==> config.mk <==
export PLATFORM = sky130hd
export DESIGN_NAME = nonpreemptive_priority_scheduler
export DESIGN_NICKNAME = d
export VERILOG_FILES = /design/src/sv/nps_pkg.sv /design/src/sv/nps_ram.sv /design/src/sv/nps_queue.sv /design/src/sv/nps_front.sv /design/src/sv/nps_back.sv /design/src/sv/nonpreemptive_priority_scheduler.sv
export VERILOG_INCLUDE_DIRS = /design/src /design/src/sv
export SDC_FILE = /design/constraint.sdc
export NUM_CORES = 2
export LEC_CHECK = 0
export BUFFER_PORTS_ARGS = -buffer_cell sky130_fd_sc_hd__buf_4
export CAP_MARGIN = 20
export CORE_MARGIN = 2
export CORE_UTILIZATION = 55
export DETAILED_ROUTE_END_ITERATION = 10
export GPL_ROUTABILITY_DRIVEN = 0
export PLACE_DENSITY = 0.8
export SYNTH_ARGS = -nofsm -noshare
export SYNTH_HDL_FRONTEND = slang
export SYNTH_SLANG_ARGS = --single-unit
export TNS_END_PERCENT = 20
==> constraint.sdc <==
create_clock -name clk_i -period 7.7 [get_ports clk_i]
set_input_delay 1.155 -clock clk_i [delete_from_list [all_inputs] [get_ports clk_i]]
set_output_delay 1.155 -clock clk_i [all_outputs]
set_load 0.1 [all_outputs]
==> src/sv/nonpreemptive_priority_scheduler_macros.svh <==
// Assertion macros shared by the scheduler RTL files.
`ifndef NONPREEMPTIVE_PRIORITY_SCHEDULER_MACROS_SVH
`define NONPREEMPTIVE_PRIORITY_SCHEDULER_MACROS_SVH

// Property checked on every clock edge outside reset.
`define NPS_ASSERT(lbl, prop, msg) \
  lbl: assert property (@(posedge clk_i) disable iff (!rst_ni) (prop)) else $error(msg);

// Condition that must never be true outside reset.
`define NPS_NEVER(lbl, cond, msg) \
  lbl: assert property (@(posedge clk_i) disable iff (!rst_ni) !(cond)) else $error(msg);

`endif

==> src/sv/nps_pkg.sv <==
// Types and constants shared by the scheduler modules.
`default_nettype none

package nps_pkg;

  localparam int unsigned FIELD_W   = 16;
  localparam int unsigned TIME_W    = 24;
  localparam int unsigned JOB_IDX_W = 4;
  // Job count field wide enough for the largest supported capacity (64).
  localparam int unsigned SET_CNT_W = 7;

  typedef struct packed {
    logic [FIELD_W-1:0] priority_req;
    logic [FIELD_W-1:0] burst;
    logic [FIELD_W-1:0] arrival;
    logic               last_job;
  } in_item_t;

  typedef struct packed {
    logic [JOB_IDX_W-1:0] job_index;
    logic [TIME_W-1:0]    start_at;
    logic [TIME_W-1:0]    finish_at;
    logic [TIME_W-1:0]    turnaround;
    logic [TIME_W-1:0]    waiting;
    logic                 last_result;
    logic                 dropped;
  } out_item_t;

  // One stored job in the job table.
  typedef struct packed {
    logic [FIELD_W-1:0] prio;
    logic [FIELD_W-1:0] burst;
    logic [FIELD_W-1:0] arrival;
  } job_entry_t;

  localparam int unsigned JOB_ENTRY_W = $bits(job_entry_t);

  // Descriptor of one fully loaded job set.
  typedef struct packed {
    logic                 ovf;
    logic [SET_CNT_W-1:0] cnt;
  } set_desc_t;

  typedef enum logic [1:0] {
    ST_IDLE,
    ST_SCAN,
    ST_CALC,
    ST_EMIT
  } back_state_e;

endpackage

`default_nettype wire

==> src/sv/nps_ram.sv <==
// Generic single-write, single-read RAM with registered read data.
`default_nettype none

module nps_ram #(
  parameter int unsigned WIDTH = 48,
  parameter int unsigned DEPTH = 32
) (
  input  wire logic                     clk_i,
  input  wire logic                     we_i,
  input  wire logic [$clog2(DEPTH)-1:0] waddr_i,
  input  wire logic [WIDTH-1:0]         wdata_i,
  input  wire logic [$clog2(DEPTH)-1:0] raddr_i,
  output      logic [WIDTH-1:0]         rdata_o
);

  logic [WIDTH-1:0] mem_q [DEPTH];
  logic [WIDTH-1:0] rdata_q;

  // Write port and registered read port.
  always_ff @(posedge clk_i) begin
    if (we_i) begin
      mem_q[waddr_i] <= wdata_i;
    end
    rdata_q <= mem_q[raddr_i];
  end

  assign rdata_o = rdata_q;

endmodule

`default_nettype wire

==> src/sv/nps_queue.sv <==
// Two-entry queue of loaded job sets; each entry owns one table bank.
`default_nettype none

module nps_queue
  import nps_pkg::*;
(
  input  wire logic      clk_i,
  input  wire logic      rst_ni,
  input  wire logic      push_i,
  input  wire set_desc_t push_desc_i,
  input  wire logic      pop_i,
  output      logic      full_o,
  output      logic      valid_o,
  output      set_desc_t head_o,
  output      logic      wr_ptr_o,
  output      logic      rd_ptr_o
);

  set_desc_t  entry_q [2];
  logic       wr_ptr_q, wr_ptr_d;
  logic       rd_ptr_q, rd_ptr_d;
  logic [1:0] cnt_q, cnt_d;

  // Pointer and fill count updates.
  always_comb begin
    wr_ptr_d = push_i ? ~wr_ptr_q : wr_ptr_q;
    rd_ptr_d = pop_i ? ~rd_ptr_q : rd_ptr_q;
    cnt_d    = cnt_q + 2'(push_i) - 2'(pop_i);
  end

  always_ff @(posedge clk_i or negedge rst_ni) begin
    if (!rst_ni) begin
      wr_ptr_q <= 1'b0;
      rd_ptr_q <= 1'b0;
      cnt_q    <= 2'd0;
    end else begin
      wr_ptr_q <= wr_ptr_d;
      rd_ptr_q <= rd_ptr_d;
      cnt_q    <= cnt_d;
    end
  end

  // Descriptor storage needs no reset.
  always_ff @(posedge clk_i) begin
    if (push_i) begin
      entry_q[wr_ptr_q] <= push_desc_i;
    end
  end

  assign full_o   = (cnt_q == 2'd2);
  assign valid_o  = (cnt_q != 2'd0);
  assign head_o   = entry_q[rd_ptr_q];
  assign wr_ptr_o = wr_ptr_q;
  assign rd_ptr_o = rd_ptr_q;

`include "nonpreemptive_priority_scheduler_macros.svh"

  `NPS_NEVER(a_no_push_full, push_i && full_o && !pop_i, "push into a full queue")
  `NPS_NEVER(a_no_pop_empty, pop_i && !valid_o, "pop from an empty queue")
  `NPS_ASSERT(a_ptr_gap, (cnt_q == 2'd1) |-> (wr_ptr_q != rd_ptr_q), "pointers out of step")

endmodule

`default_nettype wire

==> src/sv/nps_front.sv <==
// Front end: takes job transfers, writes the job table, hands off complete sets.
`default_nettype none

module nps_front
  import nps_pkg::*;
#(
  parameter int unsigned MAX_JOBS = 16,
  parameter int unsigned IDX_W    = 4,
  parameter int unsigned CNT_W    = 5
) (
  input  wire logic             clk_i,
  input  wire logic             rst_ni,
  input  wire logic             in_valid_i,
  output      logic             in_ready_o,
  input  wire in_item_t         in_data_i,
  input  wire logic             q_full_i,
  output      logic             push_o,
  output      set_desc_t        push_desc_o,
  output      logic             wr_en_o,
  output      logic [IDX_W-1:0] wr_idx_o,
  output      job_entry_t       wr_data_o
);

  localparam logic [CNT_W-1:0] MAX_CNT = CNT_W'(MAX_JOBS);

  logic [CNT_W-1:0] cnt_q, cnt_d;
  logic             ovf_q, ovf_d;
  logic             accept;
  logic             has_room;

  // A set is loaded into the free bank only.
  assign in_ready_o = ~q_full_i;
  assign accept     = in_valid_i & in_ready_o;
  assign has_room   = (cnt_q < MAX_CNT);

  // Store the job when there is room, otherwise note the overflow.
  always_comb begin
    cnt_d = cnt_q;
    ovf_d = ovf_q;
    if (accept) begin
      if (has_room) begin
        cnt_d = cnt_q + CNT_W'(1);
      end else begin
        ovf_d = 1'b1;
      end
    end
  end

  assign wr_en_o   = accept & has_room;
  assign wr_idx_o  = cnt_q[IDX_W-1:0];
  assign wr_data_o = '{prio: in_data_i.priority_req, burst: in_data_i.burst,
                       arrival: in_data_i.arrival};

  // The final job of a set closes it and passes it to the back end.
  assign push_o          = accept & in_data_i.last_job;
  assign push_desc_o.ovf = ovf_d;
  assign push_desc_o.cnt = SET_CNT_W'(cnt_d);

  always_ff @(posedge clk_i or negedge rst_ni) begin
    if (!rst_ni) begin
      cnt_q <= '0;
      ovf_q <= 1'b0;
    end else if (push_o) begin
      cnt_q <= '0;
      ovf_q <= 1'b0;
    end else begin
      cnt_q <= cnt_d;
      ovf_q <= ovf_d;
    end
  end

endmodule

`default_nettype wire

==> src/sv/nps_back.sv <==
// Back end: selection scans over the job table and result generation.
`default_nettype none

module nps_back
  import nps_pkg::*;
#(
  parameter int unsigned MAX_JOBS = 16,
  parameter int unsigned IDX_W    = 4,
  parameter int unsigned CNT_W    = 5
) (
  input  wire logic             clk_i,
  input  wire logic             rst_ni,
  input  wire logic             q_valid_i,
  input  wire set_desc_t        q_head_i,
  input  wire logic             bank_i,
  output      logic             pop_o,
  output      logic [IDX_W:0]   rd_addr_o,
  input  wire job_entry_t       rd_data_i,
  output      logic             out_valid_o,
  input  wire logic             out_ready_i,
  output      out_item_t        out_data_o
);

  back_state_e state_q, state_d;

  logic [CNT_W-1:0]    n_q, k_q, iss_q;
  logic                ovf_q;
  logic [TIME_W-1:0]   t_q;
  logic [MAX_JOBS-1:0] done_q;
  logic                rv_q;
  logic [IDX_W-1:0]    ridx_q;

  // Candidate among arrived jobs: smallest priority, lowest index.
  logic               a_found_q;
  logic [FIELD_W-1:0] a_prio_q, a_burst_q, a_arr_q;
  logic [IDX_W-1:0]   a_idx_q;
  // Fallback candidate: earliest arrival, then smallest priority, lowest index.
  logic               b_found_q;
  logic [FIELD_W-1:0] b_prio_q, b_burst_q, b_arr_q;
  logic [IDX_W-1:0]   b_idx_q;

  // Selected job.
  logic [IDX_W-1:0]   p_idx_q;
  logic [TIME_W-1:0]  p_start_q, p_fin_q, p_wait_q;
  logic [FIELD_W-1:0] p_arr_q;

  logic              out_valid_q;
  out_item_t         out_q;

  logic              issue, start_scan, scan_done, slot_free, last, emit;
  logic              look, elig, upd_a, upd_b;
  logic [TIME_W-1:0] sel_start;
  logic [FIELD_W-1:0] sel_burst, sel_arr;
  logic [IDX_W-1:0]  sel_idx;

  assign slot_free = ~out_valid_q | out_ready_i;
  assign last      = ((k_q + CNT_W'(1)) == n_q);
  assign scan_done = (iss_q == n_q) & ~rv_q;

  // Next state.
  always_comb begin
    state_d = state_q;
    unique case (state_q)
      ST_IDLE: if (q_valid_i) state_d = ST_SCAN;
      ST_SCAN: if (scan_done) state_d = ST_CALC;
      ST_CALC: state_d = ST_EMIT;
      ST_EMIT: if (slot_free) state_d = last ? ST_IDLE : ST_SCAN;
      default: state_d = ST_IDLE;
    endcase
  end

  // Control outputs of the sequencer.
  always_comb begin
    issue      = 1'b0;
    start_scan = 1'b0;
    emit       = 1'b0;
    pop_o      = 1'b0;
    unique case (state_q)
      ST_IDLE: start_scan = q_valid_i;
      ST_SCAN: issue = (iss_q != n_q);
      ST_CALC: ;
      ST_EMIT: begin
        emit       = slot_free;
        start_scan = slot_free & ~last;
        pop_o      = slot_free & last;
      end
      default: ;
    endcase
  end

  assign rd_addr_o = {bank_i, iss_q[IDX_W-1:0]};

  // Compare the entry that arrives from the table against both candidates.
  assign look  = rv_q & ~done_q[ridx_q];
  assign elig  = (TIME_W'(rd_data_i.arrival) <= t_q);
  assign upd_a = look & elig & (~a_found_q | (rd_data_i.prio < a_prio_q));
  assign upd_b = look & (~b_found_q |
                 ({rd_data_i.arrival, rd_data_i.prio} < {b_arr_q, b_prio_q}));

  // With nothing arrived, time jumps to the fallback candidate's arrival.
  always_comb begin
    if (a_found_q) begin
      sel_start = t_q;
      sel_burst = a_burst_q;
      sel_arr   = a_arr_q;
      sel_idx   = a_idx_q;
    end else begin
      sel_start = TIME_W'(b_arr_q);
      sel_burst = b_burst_q;
      sel_arr   = b_arr_q;
      sel_idx   = b_idx_q;
    end
  end

  // Control registers.
  always_ff @(posedge clk_i or negedge rst_ni) begin
    if (!rst_ni) begin
      state_q     <= ST_IDLE;
      n_q         <= '0;
      k_q         <= '0;
      iss_q       <= '0;
      ovf_q       <= 1'b0;
      t_q         <= '0;
      done_q      <= '0;
      rv_q        <= 1'b0;
      a_found_q   <= 1'b0;
      b_found_q   <= 1'b0;
      out_valid_q <= 1'b0;
    end else begin
      state_q <= state_d;
      rv_q    <= issue;
      if (state_q == ST_IDLE && q_valid_i) begin
        n_q    <= q_head_i.cnt[CNT_W-1:0];
        ovf_q  <= q_head_i.ovf;
        k_q    <= '0;
        t_q    <= '0;
        done_q <= '0;
      end
      if (start_scan) begin
        iss_q     <= '0;
        a_found_q <= 1'b0;
        b_found_q <= 1'b0;
      end else begin
        if (issue) iss_q <= iss_q + CNT_W'(1);
        if (upd_a) a_found_q <= 1'b1;
        if (upd_b) b_found_q <= 1'b1;
      end
      if (emit) begin
        t_q             <= p_fin_q;
        done_q[p_idx_q] <= 1'b1;
        k_q             <= k_q + CNT_W'(1);
      end
      if (emit) begin
        out_valid_q <= 1'b1;
      end else if (out_ready_i) begin
        out_valid_q <= 1'b0;
      end
    end
  end

  // Datapath registers.
  always_ff @(posedge clk_i) begin
    ridx_q <= iss_q[IDX_W-1:0];
    if (upd_a) begin
      a_prio_q  <= rd_data_i.prio;
      a_burst_q <= rd_data_i.burst;
      a_arr_q   <= rd_data_i.arrival;
      a_idx_q   <= ridx_q;
    end
    if (upd_b) begin
      b_prio_q  <= rd_data_i.prio;
      b_burst_q <= rd_data_i.burst;
      b_arr_q   <= rd_data_i.arrival;
      b_idx_q   <= ridx_q;
    end
    if (state_q == ST_CALC) begin
      p_idx_q   <= sel_idx;
      p_start_q <= sel_start;
      p_fin_q   <= sel_start + TIME_W'(sel_burst);
      p_wait_q  <= sel_start - TIME_W'(sel_arr);
      p_arr_q   <= sel_arr;
    end
    if (emit) begin
      out_q.job_index   <= JOB_IDX_W'(p_idx_q);
      out_q.start_at    <= p_start_q;
      out_q.finish_at   <= p_fin_q;
      out_q.turnaround  <= p_fin_q - TIME_W'(p_arr_q);
      out_q.waiting     <= p_wait_q;
      out_q.last_result <= last;
      out_q.dropped     <= ovf_q;
    end
  end

  assign out_valid_o = out_valid_q;
  assign out_data_o  = out_q;

`include "nonpreemptive_priority_scheduler_macros.svh"

  `NPS_ASSERT(a_pick_exists, (state_q == ST_CALC) |-> (a_found_q || b_found_q),
              "no candidate found by a selection scan")
  `NPS_ASSERT(a_pick_pending, (state_q == ST_EMIT) |-> !done_q[p_idx_q],
              "finished job selected again")
  `NPS_ASSERT(a_count_bound, (state_q != ST_IDLE) |-> (k_q < n_q && iss_q <= n_q),
              "result or scan count beyond the set size")

endmodule

`default_nettype wire

==> src/sv/nonpreemptive_priority_scheduler.sv <==
// Top level of the non-preemptive priority scheduler.
//
// Input channel (in_valid_i / in_ready_o / in_data_i): one job per transfer,
// with priority, burst and arrival time; last_job closes the set. Loading
// takes one transfer per cycle while in_ready_o is high. Jobs past MAX_JOBS
// are discarded and every result of that set carries dropped.
// Output channel (out_valid_o / out_ready_i / out_data_o): one result per
// stored job, in execution order, last_result on the final one.
// Two table banks sit behind a two-entry set queue, so a new set loads while
// the previous one is scheduled; in_ready_o drops only when both banks hold
// sets that are not yet finished.
// Each result costs one selection scan over the set's n jobs through the
// table's single read port. A stalled receiver holds the result register;
// the scan engine waits on it. Reset empties the queue and both ends; table
// contents need no clearing.
`default_nettype none

module nonpreemptive_priority_scheduler
  import nps_pkg::*;
#(
  parameter int unsigned MAX_JOBS = 16
) (
  input  wire logic      clk_i,
  input  wire logic      rst_ni,
  input  wire logic      in_valid_i,
  output      logic      in_ready_o,
  input  wire in_item_t  in_data_i,
  output      logic      out_valid_o,
  input  wire logic      out_ready_i,
  output      out_item_t out_data_o
);

  localparam int unsigned IDX_W = (MAX_JOBS > 1) ? $clog2(MAX_JOBS) : 1;
  localparam int unsigned CNT_W = $clog2(MAX_JOBS + 1);
  localparam int unsigned RAM_DEPTH = 2 ** (IDX_W + 1);

  logic             q_full, q_valid, q_push, q_pop, wr_ptr, rd_ptr;
  set_desc_t        push_desc, q_head;
  logic             wr_en;
  logic [IDX_W-1:0] wr_idx;
  job_entry_t       wr_data, rd_data;
  logic [IDX_W:0]   rd_addr;
  logic [JOB_ENTRY_W-1:0] rd_bits;

  nps_front #(
    .MAX_JOBS(MAX_JOBS),
    .IDX_W   (IDX_W),
    .CNT_W   (CNT_W)
  ) u_front (
    .clk_i      (clk_i),
    .rst_ni     (rst_ni),
    .in_valid_i (in_valid_i),
    .in_ready_o (in_ready_o),
    .in_data_i  (in_data_i),
    .q_full_i   (q_full),
    .push_o     (q_push),
    .push_desc_o(push_desc),
    .wr_en_o    (wr_en),
    .wr_idx_o   (wr_idx),
    .wr_data_o  (wr_data)
  );

  // Job table: one bank per queue entry.
  nps_ram #(
    .WIDTH(JOB_ENTRY_W),
    .DEPTH(RAM_DEPTH)
  ) u_table (
    .clk_i  (clk_i),
    .we_i   (wr_en),
    .waddr_i({wr_ptr, wr_idx}),
    .wdata_i(wr_data),
    .raddr_i(rd_addr),
    .rdata_o(rd_bits)
  );

  assign rd_data = job_entry_t'(rd_bits);

  nps_queue u_queue (
    .clk_i      (clk_i),
    .rst_ni     (rst_ni),
    .push_i     (q_push),
    .push_desc_i(push_desc),
    .pop_i      (q_pop),
    .full_o     (q_full),
    .valid_o    (q_valid),
    .head_o     (q_head),
    .wr_ptr_o   (wr_ptr),
    .rd_ptr_o   (rd_ptr)
  );

  nps_back #(
    .MAX_JOBS(MAX_JOBS),
    .IDX_W   (IDX_W),
    .CNT_W   (CNT_W)
  ) u_back (
    .clk_i      (clk_i),
    .rst_ni     (rst_ni),
    .q_valid_i  (q_valid),
    .q_head_i   (q_head),
    .bank_i     (rd_ptr),
    .pop_o      (q_pop),
    .rd_addr_o  (rd_addr),
    .rd_data_i  (rd_data),
    .out_valid_o(out_valid_o),
    .out_ready_i(out_ready_i),
    .out_data_o (out_data_o)
  );

endmodule

`default_nettype wire

After elaboration in Yosys (flattened, before gate mapping)

Memories as Yosys holds them, arrays and structs flattened. A register that Yosys moved wholly into a read port is not among the register bits.
Cells that the tools add are included.

Add/sub/neg operators: 8
$lt $le $gt $ge: 7
Equality and inequality tests: 10
Multiplexer cells: 41
Bitwise gates (word level): 23
Reductions and logical operators: 11

Operators by type and width:

| operator                                                    | number |
|---|---|
| two-way mux 24 bit                                          | 3 |
| two-way mux 16 bit                                          | 4 |
| subtractor 24 x 16 -> 24 bit                                | 2 |
| two-way mux 5 bit                                           | 7 |
| less-than comparator 32 bit                                 | 1 |
| adder 24 x 16 -> 24 bit                                     | 1 |
| less-or-equal comparator 16 x 24 -> 1 bit                   | 1 |
| two-way mux 1 bit                                           | 19 |
| less-than comparator 16 bit                                 | 1 |
| bitwise OR 16 bit                                           | 1 |
| adder 5 x 1 -> 5 bit (second input constant)                | 3 |
| nonzero test 2 bit                                          | 6 |
| AND 1 bit                                                   | 10 |
| == test 5 bit                                               | 2 |
| less-than comparator 4 x 5 -> 1 bit (second input constant) | 2 |
| NOT 1 bit                                                   | 9 |
| case mux 2 bit (4 select lines)                             | 1 |
| == test 2 bit (second input constant)                       | 3 |
| two-way mux 2 bit                                           | 3 |
| != test 2 x 1 -> 1 bit (second input constant)              | 3 |
| less-than comparator 5 bit (second input constant)          | 1 |
| != test 5 bit                                               | 1 |
| binary-select mux 1 bit (select 4 bit)                      | 1 |
| demux 1 bit (select 4 bit)                                  | 1 |
| 11 further kinds                                            | 14 |

Register bits: 368
RAM bits: 1,548
Output and inout port bits: 104
Word-level logic and storage cells: 137
Memories kept: 2

Memories:

| memory          | depth | bits a word | read ports | clocked after Yosys merged registers in | write ports | RTL line        | RTL |
|---|---|---|---|---|---|---|---|
| u_table.mem_q   | 32    | 48          | 1          | 1                                       | 1           | nps_ram.sv:16   | `logic [WIDTH-1:0] mem_q [DEPTH];` |
| u_queue.entry_q | 2     | 6           | 1          | 1                                       | 1           | nps_queue.sv:19 | `set_desc_t entry_q [2];` |

Longest topological paths before layout

Depth in word-level cells: 8
Mapped depth: 15
Depth with buffers taken out: 12

By module

From an unflattened synthesis, not the netlist that was laid out.

Cell total of the unflattened synthesis: 4,814
Area, all modules: 79,236.0 um2

By module, submodules not included:

| module    | instances | cells an instance | area an instance (um2) | sequential area each (um2) |
|---|---|---|---|---|
| nps_ram   | 1         | 3,364             | 60,724.5               | 47,085.2 |
| nps_back  | 1         | 1,326             | 16,938.7               | 10,580.1 |
| nps_queue | 1         | 40                | 810.8                  | 580.6 |
| nps_front | 1         | 84                | 762.0                  | 150.1 |

Least setup slack after synthesis

Ideal clock, no wire load.

Path type: input -> register
From: in out_ready_i
To: reg u_back.t_q[14]
Setup time: 0.077 ns
Arrival: 4.937 ns
Slack: 2.687 ns
Stages on the path: 5
Path buffers: 1
Path through: nand2b_1 -> nand2_1 -> clkinv_1 -> clkbuf_1 -> a22o_1

Word-level cells in the longest chain between the ends: 3
Elaborated cells on any way between the ends: 4
Classes of those cells: 2 x mux; 1 x bitwise; 1 x reduce/logical

RTL lines:

| item                                                     | RTL line                               | RTL |
|---|---|---|
| start: declaration                                       | nonpreemptive_priority_scheduler.sv:29 | `input wire logic out_ready_i,` |
| bitwise OR 1 bit (*)                                     | nps_back.sv:56                         | `assign slot_free = ~out_valid_q \| out_ready_i;` |
| two-way mux 1 bit (*)                                    | nps_back.sv:78                         | `unique case (state_q)` |
| named net u_back.emit                                    | nps_back.sv:50                         | `logic issue, start_scan, scan_done, slot_free, last, emit;` |
| two-way mux 24 bit or nonzero test 2 bit (tied branches) | n/a                                    |  |
| end signal: assignment                                   | nps_back.sv:149                        | `t_q <= p_fin_q;` |
| end: declaration                                         | nps_back.sv:28                         | `logic [TIME_W-1:0] t_q;` |

Mark *: on every way through the listed nets, which the timed path passes. The rest lies on a longest branch.
A chain may end at the register's enable or synchronous reset.

Final worst setup path

From: reg u_back.a_found_q
To: reg u_back.p_wait_q[18], data pin

Word-level cells in the longest chain between the ends: 2
Elaborated cells on any way between the ends: 3
Classes of those cells: 1 x add/sub; 2 x mux

RTL lines:

| item                          | RTL line        | RTL |
|---|---|---|
| start: declaration            | nps_back.sv:34  | `logic a_found_q;` |
| start signal: assignment      | nps_back.sv:126 | `a_found_q <= 1'b0;` |
| start signal: assignment      | nps_back.sv:141 | `a_found_q <= 1'b0;` |
| start signal: assignment      | nps_back.sv:145 | `if (upd_a) a_found_q <= 1'b1;` |
| two-way mux 24 bit            | nps_back.sv:102 | `if (a_found_q) begin` |
| named net u_back.sel_start[7] | nps_back.sv:52  | `logic [TIME_W-1:0] sel_start;` |
| subtractor 24 x 16 -> 24 bit  | nps_back.sv:180 | `p_wait_q <= sel_start - TIME_W'(sel_arr);` |
| end signal: assignment        | nps_back.sv:180 |  |
| end: declaration              | nps_back.sv:44  | `logic [TIME_W-1:0] p_start_q, p_fin_q, p_wait_q;` |

The timed path passes the listed nets, and every way through them passes these cells.

==> results.yml <==
critical_path:
  crit_path_max_fanout: 74
  worst-r2r-setup-slack_ps: 3630
  critPathRequiredTime_ps: 8260
  r2r_start: "u_back.a_found_q$_DFFE_PN0P_"
  crit_type: "flop to flop"
  r2r_end: "u_back.p_wait_q[18]$_DFFE_PN_"
  crit_arrival_ps: 4630
  rr_worst_depth: 10
  end_kind: "flop"
  cp-start-kind: "flop"
route:
  wl_per_cell_um: 30.4
  drtAntennaViolNets: 0
  viasPerCell: 6.36
  drc: 0
  dr.pass1.iters: 5
  wl_um: 178000
  vias: 37300
  drt_iter0_drc: 4773
synthesis:
  synthDistinctLibCells: 65
  syn-num-nets: 3778
  postSynthCellCount: 3599
  synthArstFlopShare_pct: 3.65
  synth_edf_count: 1846
  syn_area_um2: 76700
  synth-seq-cells: 1970
  synth_ff_type: "edfxtp_1"
  yosysWarnings: 0
  synth-seq-area-share_pct: 76.0
  synth_area_per_cell_um2: 21.3
timing:
  drv_slew: 0
  finalCritPeriodShare_pct: 52.8
  period_needed_ps: 4070
  hold_viol_final: 0
  setup-tns-final_ps: 0
  rsz0062_at_grt: "false"
  tightest_slew_ps: 1180
  finClkSkew_ps: 26.7
  setup_violations: 0
  slew-limit-headroom_pct: 21.2
  max_freq_mhz: 246
floorplan:
  initial_core_util_pct: 55.2
  die_h_um: 377
  placeableCoreArea_um2: 139000
  pin_count: 157
  die_area_um2: 142000
  die_w_um: 377
  rows: 137
clocking:
  numCtsBuffers: 182
  cts-htree-levels: 4
  cts.sinks: 1970
  postCtsHoldBufs: 0
  cts_setup_buffers: 0
  insertion_delay_ps: 820
  cts_tree: "built"
  cts-root-buf: "clkbuf_16"
  clk_pin_slew_worst_paths_ps: 60
  cts-resized-gates: 0
  cts_buffer_depth: 3
global_routing:
  antenna_found_initial: 23
  grt_pass1_vias: 37300
  overflow: 0
  grt_max_degree: 153
  grtUsageTotal_pct: 25.5
  grt_pass1_wl_um: 260000
pwr:
  power_density_nw_per_um2: 411
  p_leak_uw: 0.0283
  total_power_uw: 35400
  peakVddDrop_mv: 0.383
job:
  maxCapViolCount: 0
hold_path:
  hp-start: "u_back.p_wait_q[3]$_DFFE_PN_"
  min_to: "u_back.out_data_o[5]$_DFFE_PP_"
  min_path_type: "flop to flop"
  holdPathStages: 0
cells_and_area:
  design_area_um2: 86300
  syn_to_final_growth_pct: 12.5
  fin_nets: 4024
  instances_no_fill: 5872
  drive_above_1_share_pct: 26.6
run_status:
  outcome: "finished, final reports clean"
place:
  dpl.cell_count: 5537
  place_hpwl_um: 103000
  port_buffers: 156
  placedInstanceArea_um2: 80300
## sequential cells by signal, indices dropped and copies added (netlist names), 12 cells and up
register / count
u_table.mem_q: 1536
u_back.out_data_o: 102
u_table.rdata_o: 48
u_back.p_fin_q: 24
u_back.p_start_q: 24
u_back.p_wait_q: 24
u_back.t_q: 24
u_back.a_arr_q: 16
u_back.a_burst_q: 16
u_back.a_prio_q: 16
u_back.b_arr_q: 16
u_back.b_burst_q: 16
u_back.b_prio_q: 16
u_back.done_q: 16
u_back.p_arr_q: 16
u_queue.entry_q: 12
## how the worst max path moves through the flow
stage	slack (ps)	from	cells after the start	to
floorplan	2690	out_ready_i	5	u_back.t_q[14]$_DFFE_PN0P_
global placement	3540	in_valid_i	6	u_table.mem_q[12][36]$_DFFE_PP_
detailed placement	3470	in_valid_i	6	u_table.mem_q[13][38]$_DFFE_PP_
CTS	3700	u_back.a_found_q$_DFFE_PN0P_	10	u_back.p_wait_q[18]$_DFFE_PN_
global route	3490	u_back.a_found_q$_DFFE_PN0P_	12	u_back.p_wait_q[23]$_DFFE_PN_
finish	3630	u_back.a_found_q$_DFFE_PN0P_	10	u_back.p_wait_q[18]$_DFFE_PN_
## layer usage
layer,global-route usage (%),up-vias,share of wire [%]
met1,35.0,19400,37
met2,39.6,2385,48
li1,-,15200,-
met5,0,-,0.075
met4,7.43,20,2.5
met3,8.27,278,12
## cells in the final DEF, fill, tap and decap left out, types with 7 or more instances in the layout
cell type  netlist  final
mux2i_1          7      7
clkbuf_16        0    187
nor2_4           0     32
xnor2_1         56     56
nand2_1        125    125
and3_1           8      7
clkinv_1         1     25
nand2b_1        23     23
a22o_1          22     22
mux4_2         485    485
nor2_1          74     42
nand4_1         13     13
nand3_1         22     22
buf_4            3    200
xor2_1          29     29
inv_1          127    127
clkinv_2         0     31
o21ai_0         63     62
a31oi_1          8      8
bufinv_16        0     18
ha_1           123    122
clkbuf_1        86     52
a21o_1          30     30
o21bai_1        10     10
mux2_2          68     68
dfxtp_1         52     52
nand3b_1         9      9
a211oi_1        12     12
clkinv_8         0      7
nor3_1          11     11
a21oi_1         65     64
nor2b_1         16     16
edfxtp_1      1846   1846
dfrtp_1         72     66
and2_1          23     23
## critical path, cell delays in order (launching register included)
cell and delay (ps):
dfrtp_2 470, buf_4 610, nand2b_1 220, nand2_1 120
ha_1 380, a2111oi_2 570, inv_2 50, o311ai_1 760
o31ai_1 280, nor3_1 240, xnor2_1 80
## cells in the mapped netlist, types with 6 or more instances
library cell  number  area share [%]
and2_1            23            0.19
buf_1             17           0.083
a21oi_1           65            0.42
mux4_2           485              14
and3_1             8           0.065
inv_1            127            0.62
a22o_1            22            0.25
nand3b_1           9           0.088
dfrtp_1           72             2.3
edfxtp_1        1846              72
nand4_1           13            0.11
a21o_1            30            0.29
nor3_1            11           0.072
buf_2             33            0.22
nand2b_1          23            0.19
o21bai_1          10           0.098
a211oi_1          12            0.12
xor2_1            29            0.33
nor2b_1           16            0.13
xnor2_1           56            0.64
mux2_2            68             1.0
o21ai_0           63            0.41
or3_1              6           0.049
nand3_1           22            0.14
dfxtp_1           52             1.4
a31oi_1            8           0.065
ha_1             123             2.0
nand2_1          125            0.61
nor2_1            74            0.36
clkbuf_1          86            0.42
mux2i_1            7           0.091
## layout make-up
cell class / instances / area, um^2
sequential: 1970 / 58300
inverter: 129 / 487
antenna: 3 / 7.51
clock buffer: 243 / 4930
multi-input combinational: 1356 / 17600
clock inverter: 89 / 1020
tap: 1876 / 2350
fill: 8873 / 52800
timing repair buffer: 206 / 1620
## cells by family after synthesis
kind of cell,count (synthesis),share of synthesized area [%]
xor gates and xnor gates,85,0.971
AOI/OAI and AO/OA,243,2.04
DFF,1970,76.0
muxes,560,15.3
buffers and inverters,273,1.45
and+or+nand+nor,342,2.11
adders and majority gates,126,2.09
## power by group
part           internal, uW  switching, uW
sequential            13700            933
combinational          4520           7220
clock                  5130           3940
total                 23300          12100
## stage by stage
step                worst slack (ps)  util [%]  hold WS (ps)
floorplan                       2690         -           342
global placement                3540      57.8           403
detailed placement              3470      57.8           405
CTS                             3700      62.0           401
global route                    3490      62.1           423
finish                          3630      62.1           413
Note: power is estimated with default switching activity, not from simulation.
